===== config.mk =====
export PLATFORM = sky130hd
export DESIGN_NAME = single_slot_command_retry
export DESIGN_NICKNAME = d
export VERILOG_FILES = /design/src/rtl/core/scr_pkg.sv /design/src/rtl/core/single_slot_command_retry.sv /design/src/rtl/core/scr_ram.sv
export SDC_FILE = /design/constraint.sdc
export NUM_CORES = 1
export LEC_CHECK = 0
export BUFFER_PORTS_ARGS = -buffer_cell sky130_fd_sc_hd__buf_2
export CAP_MARGIN = 30
export CORE_ASPECT_RATIO = 1.75
export CORE_MARGIN = 2
export CORE_UTILIZATION = 45
export CTS_CLUSTER_DIAMETER = 100
export CTS_CLUSTER_SIZE = 25
export DETAILED_ROUTE_END_ITERATION = 12
export SETUP_SLACK_MARGIN = 0.4
export SYNTH_ARGS = -nofsm -noshare
export SYNTH_HDL_FRONTEND = slang
export SYNTH_SLANG_ARGS = --single-unit

===== constraint.sdc =====
create_clock -name clk -period 8.6 [get_ports clk]
set_clock_uncertainty 0.1 [all_clocks]
set_input_delay 1.72 -clock clk [delete_from_list [all_inputs] [get_ports clk]]
set_output_delay 1.72 -clock clk [all_outputs]
set_load 0.02 [all_outputs]

===== src/rtl/core/scr_pkg.sv =====
`timescale 1ns / 1ps
// ----------------------------------------------------------------------------
// scr_pkg
// Shared types and codes for the single-slot command retry buffer.
// ----------------------------------------------------------------------------
package scr_pkg;

  // Fixed field widths
  localparam int DATA_W = 8;
  localparam int CNT_W  = 7;
  localparam int TIME_W = 32;
  localparam int ID_W   = 32;

  // Register indexes (word address bit 2)
  localparam logic REG_RETRY_DELAY = 1'b0;

  // Input beat kinds
  typedef enum logic [1:0] {
    KIND_STORE   = 2'd0,
    KIND_PEEK    = 2'd1,
    KIND_FINISH  = 2'd2,
    KIND_DISCARD = 2'd3
  } kind_t;

  // Result status codes
  typedef enum logic [2:0] {
    ST_OK            = 3'd0,
    ST_BAD           = 3'd1,
    ST_FULL          = 3'd2,
    ST_EMPTY         = 3'd3,
    ST_NOT_READY     = 3'd4,
    ST_CONFLICT      = 3'd5,
    ST_NOT_DISCARDED = 3'd6
  } status_t;

  // Sequencer states, one-hot
  typedef enum logic [1:0] {
    S_IDLE   = 2'b01,
    S_REPLAY = 2'b10
  } state_t;

  // One result beat
  typedef struct packed {
    status_t             status;
    logic                pending;
    logic [DATA_W-1:0]   data_b;
    logic                last;
    logic [CNT_W-1:0]    length;
    logic [ID_W-1:0]     cmd_id;
    logic [DATA_W-1:0]   msg_type;
    logic [DATA_W-1:0]   src_node;
  } beat_t;

endpackage


===== src/rtl/core/single_slot_command_retry.sv =====
`timescale 1ns / 1ps
// ----------------------------------------------------------------------------
// single_slot_command_retry
// One-slot stop-and-wait retransmit buffer: collects a command frame, holds
// it with a retry deadline and replays it from a frame RAM on request.
// ----------------------------------------------------------------------------
//  channel | dir | beat content
//  in_*    | in  | tuser: kind; tlast: data_last; tdata: time, ids, header,
//          |     |   frame byte, link_ready, succeeded
//  out_*   | out | tuser: status; tlast: last beat of a reply; tdata: pending,
//          |     |   frame byte, length, cmd_id, msg_type, src_node
//  cfg_*   | in  | APB register port, retry_delay_ms at byte address 0
//
//  Every command is one input beat; a non-final store byte makes no beat, all
//  other commands but a successful peek put one beat in the output register.
//  A successful peek of an L-byte frame gives L beats, one per cycle unless the
//  output is held, after a first frame RAM read; the input is held off meanwhile.
//  Input is taken whenever the sequencer is idle and the output register is
//  empty or being emptied in the same cycle.
//  Synchronous active-low reset; the frame RAM needs no clearing pass.
// ----------------------------------------------------------------------------
module single_slot_command_retry
  import scr_pkg::*;
#(
  parameter int FRAME_BYTES = 64,
  parameter int NODE_LIMIT  = 8
) (
  input  logic         clk,
  input  logic         rst_n,
  // input stream
  input  logic         in_tvalid,
  output logic         in_tready,
  // [31:0] now_ms, [63:32] cmd_id, [95:64] sess_id, [103:96] msg_type,
  // [111:104] src_node, [119:112] data_byte, [120] link_ready,
  // [121] succeeded, [127:122] zero
  input  logic [127:0] in_tdata,
  input  logic [1:0]   in_tuser,   // [1:0] kind
  input  logic         in_tlast,   // data_last
  // result stream
  output logic         out_tvalid,
  input  logic         out_tready,
  // [0] slot_pending, [8:1] out_byte, [15:9] out_length, [47:16] out_cmd_id,
  // [55:48] out_msg_type, [63:56] out_src_node
  output logic [63:0]  out_tdata,
  output logic [2:0]   out_tuser,  // [2:0] status
  output logic         out_tlast,  // out_last
  // register port
  input  logic         cfg_psel,
  input  logic         cfg_penable,
  input  logic         cfg_pwrite,
  input  logic [2:0]   cfg_paddr,
  input  logic [31:0]  cfg_pwdata,
  output logic [31:0]  cfg_prdata,
  output logic         cfg_pready
);

  localparam int AW = (FRAME_BYTES > 1) ? $clog2(FRAME_BYTES) : 1;
  localparam logic [CNT_W-1:0]  FB_CNT   = CNT_W'(FRAME_BYTES);
  localparam logic [DATA_W-1:0] NODE_MAX = DATA_W'(NODE_LIMIT);
  localparam logic [15:0]       DELAY_RST = 16'd100;

  // input fields
  kind_t              in_kind;
  logic [TIME_W-1:0]  in_now;
  logic [ID_W-1:0]    in_cmd;
  logic [ID_W-1:0]    in_sess;
  logic [DATA_W-1:0]  in_mtype;
  logic [DATA_W-1:0]  in_src;
  logic [DATA_W-1:0]  in_dbyte;
  logic               in_link;
  logic               in_succ;

  assign in_kind  = kind_t'(in_tuser);
  assign in_now   = in_tdata[31:0];
  assign in_cmd   = in_tdata[63:32];
  assign in_sess  = in_tdata[95:64];
  assign in_mtype = in_tdata[103:96];
  assign in_src   = in_tdata[111:104];
  assign in_dbyte = in_tdata[119:112];
  assign in_link  = in_tdata[120];
  assign in_succ  = in_tdata[121];

  // register port
  logic [15:0] delay_r;
  logic        cfg_wr;

  assign cfg_pready = 1'b1;
  assign cfg_wr     = cfg_psel && cfg_penable && cfg_pwrite && cfg_pready;
  assign cfg_prdata = (cfg_paddr[2] == REG_RETRY_DELAY) ? {16'd0, delay_r} : 32'd0;

  always_ff @(posedge clk) begin
    if (!rst_n) begin
      delay_r <= DELAY_RST;
    end else if (cfg_wr && (cfg_paddr[2] == REG_RETRY_DELAY)) begin
      delay_r <= cfg_pwdata[15:0];
    end
  end

  // slot, store-run and sequencer state
  state_t             state_r,    state_nxt;
  logic               pend_r,     pend_nxt;
  logic [CNT_W-1:0]   len_r,      len_nxt;
  logic [ID_W-1:0]    hcmd_r,     hcmd_nxt;
  logic [ID_W-1:0]    hsess_r,    hsess_nxt;
  logic [TIME_W-1:0]  dl_r,       dl_nxt;
  logic [DATA_W-1:0]  hmtype_r,   hmtype_nxt;
  logic [DATA_W-1:0]  hsrc_r,     hsrc_nxt;
  logic [CNT_W-1:0]   bc_r,       bc_nxt;
  logic               ovf_r,      ovf_nxt;
  logic               blk_r,      blk_nxt;
  logic [CNT_W-1:0]   rd_addr_r,  rd_addr_nxt;
  logic [CNT_W-1:0]   ld_cnt_r,   ld_cnt_nxt;
  logic               rd_vld_r,   rd_vld_nxt;
  logic               out_valid_r, out_valid_nxt;
  beat_t              out_r,      out_nxt;

  // frame RAM
  logic               ram_we;
  logic               ram_re;
  logic [DATA_W-1:0]  ram_rdata;

  scr_ram #(
    .WIDTH (DATA_W),
    .DEPTH (FRAME_BYTES)
  ) u_frame_ram (
    .clk   (clk),
    .we    (ram_we),
    .waddr (bc_r[AW-1:0]),
    .wdata (in_dbyte),
    .re    (ram_re),
    .raddr (rd_addr_r[AW-1:0]),
    .rdata (ram_rdata)
  );

  // shared datapath terms
  logic               out_free;
  logic               in_fire;
  logic               room;
  logic               src_ok;
  logic [TIME_W-1:0]  deadline_new;
  logic [TIME_W-1:0]  since_dl;
  logic               ovf_eff;
  logic               blk_eff;
  logic [CNT_W-1:0]   cnt_eff;
  logic               load;
  logic               ld_last;
  status_t            st;

  assign out_free     = !out_valid_r || out_tready;
  assign in_tready    = (state_r == S_IDLE) && out_free;
  assign in_fire      = in_tvalid && in_tready;
  assign room         = bc_r < FB_CNT;
  assign src_ok       = (in_src != '0) && (in_src <= NODE_MAX);
  assign deadline_new = in_now + {16'd0, delay_r};
  assign since_dl     = in_now - dl_r;
  assign ovf_eff      = ovf_r || !room;
  assign blk_eff      = blk_r || (room && pend_r);
  assign cnt_eff      = room ? bc_r + CNT_W'(1) : bc_r;
  assign load         = (state_r == S_REPLAY) && rd_vld_r && out_free;
  assign ld_last      = (ld_cnt_r + CNT_W'(1)) == len_r;

  // next-state logic
  always_comb begin
    state_nxt     = state_r;
    pend_nxt      = pend_r;
    len_nxt       = len_r;
    hcmd_nxt      = hcmd_r;
    hsess_nxt     = hsess_r;
    dl_nxt        = dl_r;
    hmtype_nxt    = hmtype_r;
    hsrc_nxt      = hsrc_r;
    bc_nxt        = bc_r;
    ovf_nxt       = ovf_r;
    blk_nxt       = blk_r;
    rd_addr_nxt   = rd_addr_r;
    ld_cnt_nxt    = ld_cnt_r;
    rd_vld_nxt    = rd_vld_r;
    out_valid_nxt = out_valid_r && !out_tready;
    out_nxt       = out_r;
    ram_we        = 1'b0;
    ram_re        = 1'b0;
    st            = ST_OK;

    unique case (state_r)
      S_IDLE: begin
        if (in_fire) begin
          unique case (in_kind)
            // frame byte; the last one commits the run
            KIND_STORE: begin
              ram_we  = room && !pend_r;
              bc_nxt  = cnt_eff;
              ovf_nxt = ovf_eff;
              blk_nxt = blk_eff;
              if (in_tlast) begin
                if (ovf_eff || (in_cmd == '0) || (in_sess == '0) || !src_ok) begin
                  st = ST_BAD;
                end else if (pend_r || blk_eff) begin
                  st = ST_FULL;
                end else begin
                  pend_nxt   = 1'b1;
                  len_nxt    = cnt_eff;
                  hcmd_nxt   = in_cmd;
                  hsess_nxt  = in_sess;
                  dl_nxt     = deadline_new;
                  hmtype_nxt = in_mtype;
                  hsrc_nxt   = in_src;
                end
                bc_nxt        = '0;
                ovf_nxt       = 1'b0;
                blk_nxt       = 1'b0;
                out_valid_nxt = 1'b1;
              end
            end
            // replay once the deadline has passed (signed wrap-safe test)
            KIND_PEEK: begin
              if (!pend_r) begin
                st            = ST_EMPTY;
                out_valid_nxt = 1'b1;
              end else if (!in_link || since_dl[TIME_W-1]) begin
                st            = ST_NOT_READY;
                out_valid_nxt = 1'b1;
              end else begin
                state_nxt   = S_REPLAY;
                rd_addr_nxt = '0;
                ld_cnt_nxt  = '0;
                rd_vld_nxt  = 1'b0;
              end
            end
            // clear on success, re-arm otherwise
            KIND_FINISH: begin
              if (in_cmd == '0) begin
                st = ST_BAD;
              end else if (!pend_r) begin
                st = ST_EMPTY;
              end else if (hcmd_r != in_cmd) begin
                st = ST_CONFLICT;
              end else if (in_succ) begin
                pend_nxt   = 1'b0;
                len_nxt    = '0;
                hcmd_nxt   = '0;
                hsess_nxt  = '0;
                dl_nxt     = '0;
                hmtype_nxt = '0;
                hsrc_nxt   = '0;
              end else begin
                dl_nxt = deadline_new;
              end
              out_valid_nxt = 1'b1;
            end
            // drop a frame left by an older session of the same source
            KIND_DISCARD: begin
              if (!src_ok || (in_sess == '0) || !pend_r || (hsrc_r != in_src) ||
                  (hsess_r >= in_sess)) begin
                st = ST_NOT_DISCARDED;
              end else begin
                pend_nxt   = 1'b0;
                len_nxt    = '0;
                hcmd_nxt   = '0;
                hsess_nxt  = '0;
                dl_nxt     = '0;
                hmtype_nxt = '0;
                hsrc_nxt   = '0;
              end
              out_valid_nxt = 1'b1;
            end
            default: begin
            end
          endcase
          // status-only beat
          if (out_valid_nxt) begin
            out_nxt         = '0;
            out_nxt.status  = st;
            out_nxt.pending = pend_nxt;
            out_nxt.last    = 1'b1;
          end
        end
      end

      // stream stored bytes out of the RAM, one read kept ahead
      S_REPLAY: begin
        ram_re = (rd_addr_r < len_r) && (!rd_vld_r || load);
        if (ram_re) begin
          rd_addr_nxt = rd_addr_r + CNT_W'(1);
        end
        rd_vld_nxt = ram_re || (rd_vld_r && !load);
        if (load) begin
          out_nxt.status   = ST_OK;
          out_nxt.pending  = 1'b1;
          out_nxt.data_b   = ram_rdata;
          out_nxt.last     = ld_last;
          out_nxt.length   = len_r;
          out_nxt.cmd_id   = hcmd_r;
          out_nxt.msg_type = hmtype_r;
          out_nxt.src_node = hsrc_r;
          out_valid_nxt    = 1'b1;
          ld_cnt_nxt       = ld_cnt_r + CNT_W'(1);
          if (ld_last) begin
            state_nxt = S_IDLE;
          end
        end
      end

      default: begin
        state_nxt = S_IDLE;
      end
    endcase
  end

  // control and slot registers
  always_ff @(posedge clk) begin
    if (!rst_n) begin
      state_r     <= S_IDLE;
      pend_r      <= 1'b0;
      len_r       <= '0;
      hcmd_r      <= '0;
      hsess_r     <= '0;
      dl_r        <= '0;
      hmtype_r    <= '0;
      hsrc_r      <= '0;
      bc_r        <= '0;
      ovf_r       <= 1'b0;
      blk_r       <= 1'b0;
      rd_addr_r   <= '0;
      ld_cnt_r    <= '0;
      rd_vld_r    <= 1'b0;
      out_valid_r <= 1'b0;
    end else begin
      state_r     <= state_nxt;
      pend_r      <= pend_nxt;
      len_r       <= len_nxt;
      hcmd_r      <= hcmd_nxt;
      hsess_r     <= hsess_nxt;
      dl_r        <= dl_nxt;
      hmtype_r    <= hmtype_nxt;
      hsrc_r      <= hsrc_nxt;
      bc_r        <= bc_nxt;
      ovf_r       <= ovf_nxt;
      blk_r       <= blk_nxt;
      rd_addr_r   <= rd_addr_nxt;
      ld_cnt_r    <= ld_cnt_nxt;
      rd_vld_r    <= rd_vld_nxt;
      out_valid_r <= out_valid_nxt;
    end
  end

  // output beat register (payload, no reset)
  always_ff @(posedge clk) begin
    out_r <= out_nxt;
  end

  assign out_tvalid = out_valid_r;
  assign out_tuser  = out_r.status;
  assign out_tlast  = out_r.last;
  assign out_tdata  = {out_r.src_node, out_r.msg_type, out_r.cmd_id, out_r.length,
                       out_r.data_b, out_r.pending};

  // checks
  a_ram_write_idle: assert property (@(posedge clk) disable iff (!rst_n)
    ram_we |-> (state_r == S_IDLE))
    else $error("frame RAM written during replay");

  a_replay_holds_slot: assert property (@(posedge clk) disable iff (!rst_n)
    (state_r == S_REPLAY) |-> (pend_r && (len_r != '0) && (ld_cnt_r < len_r)))
    else $error("replay without a held frame");

  a_read_bound: assert property (@(posedge clk) disable iff (!rst_n)
    (state_r == S_REPLAY) |-> ((rd_addr_r <= len_r) && (ld_cnt_r <= rd_addr_r)))
    else $error("replay read pointer out of range");

  a_read_data_owner: assert property (@(posedge clk) disable iff (!rst_n)
    rd_vld_r |-> (state_r == S_REPLAY))
    else $error("RAM data marked valid outside replay");

  a_pending_len: assert property (@(posedge clk) disable iff (!rst_n)
    pend_r |-> ((len_r != '0) && (len_r <= FB_CNT)))
    else $error("held frame length out of range");

endmodule


===== src/rtl/core/scr_ram.sv =====
`timescale 1ns / 1ps
// ----------------------------------------------------------------------------
// scr_ram
// Generic single-write, single-read RAM with a registered read port.
// ----------------------------------------------------------------------------
module scr_ram #(
  parameter int WIDTH = 8,
  parameter int DEPTH = 64
) (
  input  logic                                       clk,
  input  logic                                       we,
  input  logic [((DEPTH > 1) ? $clog2(DEPTH) : 1)-1:0] waddr,
  input  logic [WIDTH-1:0]                           wdata,
  input  logic                                       re,
  input  logic [((DEPTH > 1) ? $clog2(DEPTH) : 1)-1:0] raddr,
  output logic [WIDTH-1:0]                           rdata
);

  logic [WIDTH-1:0] mem_r [DEPTH];
  logic [WIDTH-1:0] rdata_r;

  // Write port
  always_ff @(posedge clk) begin
    if (we) begin
      mem_r[waddr] <= wdata;
    end
  end

  // Registered read, holds when not enabled
  always_ff @(posedge clk) begin
    if (re) begin
      rdata_r <= mem_r[raddr];
    end
  end

  assign rdata = rdata_r;

endmodule


==> results of run 1 <==
[power groups by stage]
stage / combinational (W) / sequential, W / clock, W
after global placement: 0.000340 / 0.00403 / 0
after CTS: 0.000351 / 0.00395 / 0.00200
after global routing: 0.000384 / 0.00395 / 0.00211
after detailed placement: 0.000350 / 0.00403 / 0
final: 0.000350 / 0.00395 / 0.00194
after floorplan: 0.000168 / 0.00405 / 0
[stage by stage]
step | util, % | std cells | setup slack [ns] | instance area [um2]
after floorplan | - | 2285 | 1.31 | 33000
after global placement | 48.0 | 3331 | 2.96 | 34900
after detailed placement | 48.1 | 3333 | 2.90 | 35000
after CTS | 49.4 | 3383 | 3.57 | 36000
after global routing | 49.5 | 3385 | 3.33 | 36000
final | 49.5 | 3385 | 3.53 | 36000
[area by class of cell]
class                           instances  area, um2  area share [%]
Clock buffer                           46        938            2.61
Clock inverter                          4       75.1           0.208
Inverter                               86        325           0.903
Multi-Input combinational cell       1309      11200            31.1
Sequential cell                       751      20900            58.1
Tap cell                              931       1160            3.23
Timing Repair Buffer                  258       1390            3.86
[cell usage in the layout (no fill, tap or decap), types with 31 or more instances in the layout]
cell type,instances
mux4_2,168
or3_1,45
nand2_1,95
o21ai_0,69
nor2b_1,63
clkbuf_16,36
buf_2,236
a21oi_1,118
dfxtp_1,160
nand3_1,31
xor2_1,36
mux2i_1,45
xnor2_1,50
and2_1,65
nor2_1,173
ha_1,88
edfxtp_1,588
inv_1,85
[state kept, by name (all words and copies together) (netlist names), 3 cells and up]
signal / cells
u_frame_ram.mem_r: 512
out_tdata: 64
dl_r: 32
hcmd_r: 32
hsess_r: 32
delay_r: 16
hmtype_r: 8
hsrc_r: 8
u_frame_ram.rdata: 8
bc_r: 7
ld_cnt_r: 7
len_r: 7
rd_addr_r: 7
out_tuser: 3
[cell families (layout without fill, tap and decap cells)]
logic type,count (synthesis),in the layout,synth area share [%]
AND/OR/NAND/NOR,606,606,9.58
XOR/XNOR,86,86,2.28
adder cells (fa/ha/maj),90,90,3.44
multiplexers,213,213,12.8
AO/OA/AOI/OAI,297,297,5.54
other,2,17,0.0228
buffers and inverters,225,394,2.88
flip-flops,751,751,63.4
[worst min path at each step]
stage             from  endpoint  cells after the start
4_1_cts        dl_r[9]   dl_r[9]                      2
3_5_place_dp   dl_r[9]   dl_r[9]                      2
6_report       dl_r[9]   dl_r[9]                      2
2_1_floorplan  dl_r[0]   dl_r[0]                      2
5_1_grt        dl_r[7]   dl_r[7]                      2
3_3_place_gp   dl_r[0]   dl_r[0]                      2
[worst register-to-register path, cell delays in order (launching register included)]
cell and delay (ns):
dfxtp_1 0.33, inv_1 0.07, ha_1 0.41, and3_1 0.40, nand2_1 0.36, nor4_1 0.63, nand3_1 0.80, nor2_1 0.91
[routing by layer]
metal	vias up	routed length, um	GRT usage [%]
met1	9834	30700	24.8
met5	-	0	0
li1	8870	-	-
met2	569	42500	38.6
met4	0	2900	7.89
met3	112	3470	2.39
==> key figures, run 1 <==
Outcome
  • Outcome: finished, final reports clean

Synth
  • Top post-synthesis cells by count: edfxtp_1, nor2_1, mux4_2
  • Top cell type's share of synthesized area: between 50% and 60%
  • Post-Synthesis Cell Area: roughly 33000 um2
  • Largest cells by area after synthesis: edfxtp_1, mux4_2, dfxtp_1
  • Most frequent cell after synthesis: edfxtp_1
  • Primary FF master, synth: edfxtp_1
  • Synth async-reset ratio: 0%
  • Post-Synthesis Cells: around 2300
  • Sequential area share after synthesis: 63.4%
  • Synth Warn #: 0
  • Avg Inst Size Synth: between 10 and 15 um2
  • Yosys cell types: 72
  • Cell accounting for the most synthesized area: edfxtp_1
  • Post-synth EDFFs: 588
  • Synth Register Bits: 751

Setup path
  • CP cell instances: buf_2 > inv_1 > ha_1 > a211oi_1 > nand2_1 > a2111oi_0 > a21oi_1 > o31a_1 > or3_4 > buf_4 > nor3_4 > a32o_1
  • Worst path max stage delay: around 0.68 ns
  • WP depth: 12
  • CP delay by family, top: compound AO/OA/AOI/OAI gates
  • Worst EP arrival: 5.53 ns
  • Worst-path fanout max: 65
  • Reg-to-reg slack, setup: 4.21 ns
  • CP Launch Type: input pin
  • WP buf/inv: 3
  • Worst r2r src: state_r[1]
  • Worst setup path end: dl_r[15]
  • Critical path class: input pin to flip-flop
  • R2r worst-path depth: 7
  • CP max stage cell: nor3_4
  • Reg2reg end: u_frame_ram.mem_r[6][7]
  • Crit path from: in_tdata[78]
  • Critical Path Sink Type: flip-flop
  • Req. time, crit path: 9.05 ns

Power
  • Max IR drop VDD: around 0.11 mV
  • Overall Power: 0.00624 W
  • Power density over the cells: around 170 nW/um2
  • Cell internal pwr: a little under 0.005 W
  • Switching pwr: between 0.001 and 0.0015 W
  • Switching Share: 22.1%
  • Pleak: roughly 12 nW
  • Clock power share: between 30 and 40%
  • Reg power frac: around 63%
  • Comb pwr share: between 5 and 6%

Clocking
  • Post-CTS Resized: 0
  • Clock root buffer: clkbuf_16
  • Clock transition at path regs: 0.11 ns
  • Hold_buf cts: 0
  • Clk sinks: approximately 750
  • CTS buffer count: 36
  • CTS max path bufs: 3
  • Clock H-tree levels: 2
  • CTS tree: done
  • Clk_lat worst skew: around 0.60 ns
  • Setup bufs post-CTS: 0

Place
  • DP HPWL: 54.3 mm
  • Routability Congestion: ~0.86
  • Port Buffer Count: around 230

GRT
  • Initial antenna violation count: 1
  • Vias in the first global route: slightly below 20000
  • GR Util All Layers: a little over a fifth
  • Global route overflow: 0
  • Largest net degree at the start of global routing: 95
  • Wire length of the first global-routing pass: approximately 120 mm

STA
  • Fin crit period: approximately 5 ns
  • Setup TNS Final: 0 ns
  • Fmax: a little under 200 MHz
  • Final setup viols: 0
  • Period utilization: between 50% and 60%
  • Rel. slew slack: between 30% and 40%
  • Worst-margin pin slew: 0.898 ns
  • Final Hold Fails: 0
  • RSZ-0062 raised after global routing: false
  • Hold_ws: between 0.3 and 0.4 ns
  • Slew Limit Fails: 0

Cells and area
  • Synthesis-to-finish area growth: 9.20%
  • Share of layout cells above drive strength 1: between 10% and 20%
  • Layout fillers: between 6000 and 7000
  • Final net count: between 2000 and 3000
  • Antenna diodes: 0

Route
  • DR iter-0 viols: approximately 1500
  • Antenna viol nets, final: 0
  • DR WL/cell: around 24 um
  • Router iterations before antenna repair: 7
  • DRC: 0
  • Vias per cell: approximately 5.7
  • Vias: about 19000
  • WL final: between 70 and 80 mm

Run
  • Max-Cap Viols: 0

Die
  • Die Height: 362 um
  • Initial Utilization: 45.3%
  • Core Area: around 73000 um2
  • Die area: around 76000 um2
  • Die Width: ~210 um
  • Io pins: approximately 280
  • Row cnt: 131

Hold path
  • Hold crit path type: flip-flop to flip-flop
Note: power is estimated with default switching activity, not from simulation.
==> inputs of run 2 (changes only) <==
clock period = 5.2 ns   (was 8.6 ns; I/O delays follow)
==> run 2 against run 1 <==
Against the previous run:
- combinational power up 70%
- highest routed layer unchanged
- routed wire length is 1.3% higher
- power is 66% higher
- global-route usage increased by 0.44 points
- final cell count grew 1.1%
- worst hold slack barely moved
- utilization grew 0.56 points
- via count grew 0.48%
- worst setup slack worse by 2.4 ns
- critical path type unchanged
- count of clock-buffer cells in the layout is 3 higher
==> key figures, run 2 (synthesized netlist as in run 1, its figures left out) <==
Power
  • Power density over the cells: 284 nW/um2 (+64%)
  • Overall Power: 0.0103 W (+66%)
  • Max IR drop VDD: 0.182 mV (+68%)
  • Pleak: 12.2 nW (+2.0%)

Cells and area
  • Largest Register: u_frame_ram.mem_r
  • Antenna diodes: 0 (unchanged)
  • Layout fillers: 6115 (-1.2%)
  • Final net count: 2741 (+1.3%)
  • Max FFs per register: 512 (unchanged)
  • Share of layout cells above drive strength 1: 21.0% (+1.1 points)
  • Util after Layout: 50.0% (+0.56 points)
  • Multi-input gate area: 11200 um2 (unchanged)
  • Register area: 20900 um2 (unchanged)
  • Commonest non-fill, non-tap cell in the layout: edfxtp_1
  • Most frequent cells in the layout: edfxtp_1, buf_2, nor2_1
  • Synthesis-to-finish area growth: 10.4%
  • Post-Layout Cell Count: 3423 (+1.1%)

STA
  • Rel. slew slack: 41.5% (+1.5 points)
  • RSZ-0062 raised after global routing: false
  • Fin crit period: 4.12 ns
  • Slew Limit Fails: 0 (unchanged)
  • Final setup viols: 0 (unchanged)
  • Worst-margin pin slew: 0.874 ns (-0.0242 ns)
  • Setup TNS Final: 0 ns (unchanged)
  • Final Hold Fails: 0 (unchanged)
  • Fmax: between 200 and 250 MHz
  • Hold_ws: 0.356 ns (-0.0000460 ns)
  • Period utilization: approximately four fifths

Die
  • Die area: 75600 um2 (unchanged)
  • Core Area: 72800 um2 (unchanged)
  • Die Height: 362 um (unchanged)
  • Row cnt: 131 (unchanged)
  • Die Width: 209 um (unchanged)
  • Initial Utilization: 45.3% (unchanged)
  • Io pins: 276 (unchanged)

Clocking
  • CTS max path bufs: 3 (unchanged)
  • Hold_buf cts: 0 (unchanged)
  • Clock transition at path regs: 0.10 ns (about the same)
  • Post-CTS Resized: 0 (unchanged)
  • Setup bufs post-CTS: 0 (unchanged)
  • Clk sinks: 751 (unchanged)
  • Clock root buffer: clkbuf_16
  • CTS buffer count: 36 (unchanged)
  • Clock H-tree levels: 2 (unchanged)
  • CTS tree: done
  • Clk_lat worst skew: 0.61 ns (about the same)

Place
  • DP HPWL: 56.2 mm (+3.6%)
  • Port Buffer Count: 234 (unchanged)
  • Routability Congestion: 0.856 (-0.11%)
  • Placed Cells: 3371 (+1.1%)

GRT
  • GR Util All Layers: 21.3% (+0.44 points)
  • Vias in the first global route: 20212 (+4.2%)
  • Largest net degree at the start of global routing: 92 (-3.2%)
  • Wire length of the first global-routing pass: 123 mm (+2.7%)
  • Initial antenna violation count: 1 (unchanged)
  • Global route overflow: 0 (unchanged)

Hold path
  • Hold crit path type: flip-flop to flip-flop

Setup path
  • CP delay by family, top: compound AO/OA/AOI/OAI gates
  • Worst path max stage delay: 0.67 ns (about the same)
  • Critical Path Sink Type: flip-flop
  • Worst-path fanout max: 70 (+7.7%)
  • CP max stage cell: or3_4
  • CP Launch Type: input pin
  • WP buf/inv: 2 (-1)
  • CP cell instances: buf_2 > inv_1 > ha_1 > a211oi_1 > nand2_1 > a2111oi_0 > a21oi_1 > o31a_1 > or3_4 > and2_1 > a22o_1
  • Critical path class: input pin to flip-flop
  • Req. time, crit path: 5.59 ns (-3.46 ns)
  • Worst EP arrival: 4.51 ns (-1.02 ns)

Run
  • Max-Cap Viols: 0 (unchanged)

Route
  • DR WL/cell: 23.5 um (+0.13%)
  • Router iterations before antenna repair: 6 (-1)
  • Vias per cell: 5.69 (-0.64%)
  • DR iter-0 viols: 1772 (+19%)
  • WL final: 80.6 mm (+1.3%)
  • DRC: 0 (unchanged)
  • Antenna viol nets, final: 0 (unchanged)
  • Vias: 19478 (+0.48%)

Outcome
  • Outcome: finished, final reports clean
-- run 2: cell count changes in the layout (fill, tap and decap cells not counted) --
cell       before  now
buf_4          19   49
inv_16          1    0
clkbuf_16      36   38
clkinv_1        0    1
clkinv_16       0    1
bufinv_16       1    0
buf_2         236  234
buf_12          2   10
inv_6           1    0
clkbuf_1       10   11
-- run 2: worst min-delay path, cell delays in order, from the launching register on --
cell and delay, ns:
dfxtp_1 0.32, nand2_1 0.05, a21oi_1 0.05
-- run 2: worst paths after layout --
check | start | endpoint | slack [ns] | depth (start not counted)
min | dl_r[11] | dl_r[11] | 0.36 | 2
max | in_tdata[78] | dl_r[22] | 1.08 | 11
min reg2reg | dl_r[11] | dl_r[11] | 0.36 | 2
max reg2reg | state_r[1] | u_frame_ram.mem_r[48][0] | 1.29 | 8
-- run 2: power by group --
group	total, W	switching [W]	internal [W]	leakage [nW]
registers	0.00653	0.0000249	0.00650	6.67
clock network	0.00323	0.00186	0.00136	0.501
logic	0.000594	0.000394	0.000200	5.02
total	0.0103	0.00228	0.00807	12.2
-- run 2: final cells by class --
| type | instances | area share [%] |
|---|---|---|
| clock inverters | 3 | 0.137 |
| multi-input cells | 1309 | 30.7 |
| well taps | 931 | 3.20 |
| flip-flops and latches | 751 | 57.5 |
| inverters | 86 | 0.893 |
| repair buffers | 294 | 4.85 |
| clock buffers | 49 | 2.72 |
-- run 2: layer usage --
layer  global-route usage, %  vias to the layer above  part of all wire, %
li1                        -                     8948                    -
met1                    24.8                     9803                   38
met2                    40.8                      617                   55
met3                    2.49                      110                  4.7
met4                    6.33                        0                  2.7
met5                       0                        -                    0
-- run 2: metrics by stage --
step	instance area, um2	worst slack [ns]
after global placement	35200	0.448
after global routing	36400	0.969
after detailed placement	35400	0.484
final	36400	1.08
after floorplan	33000	0.834
after CTS	36400	1.13
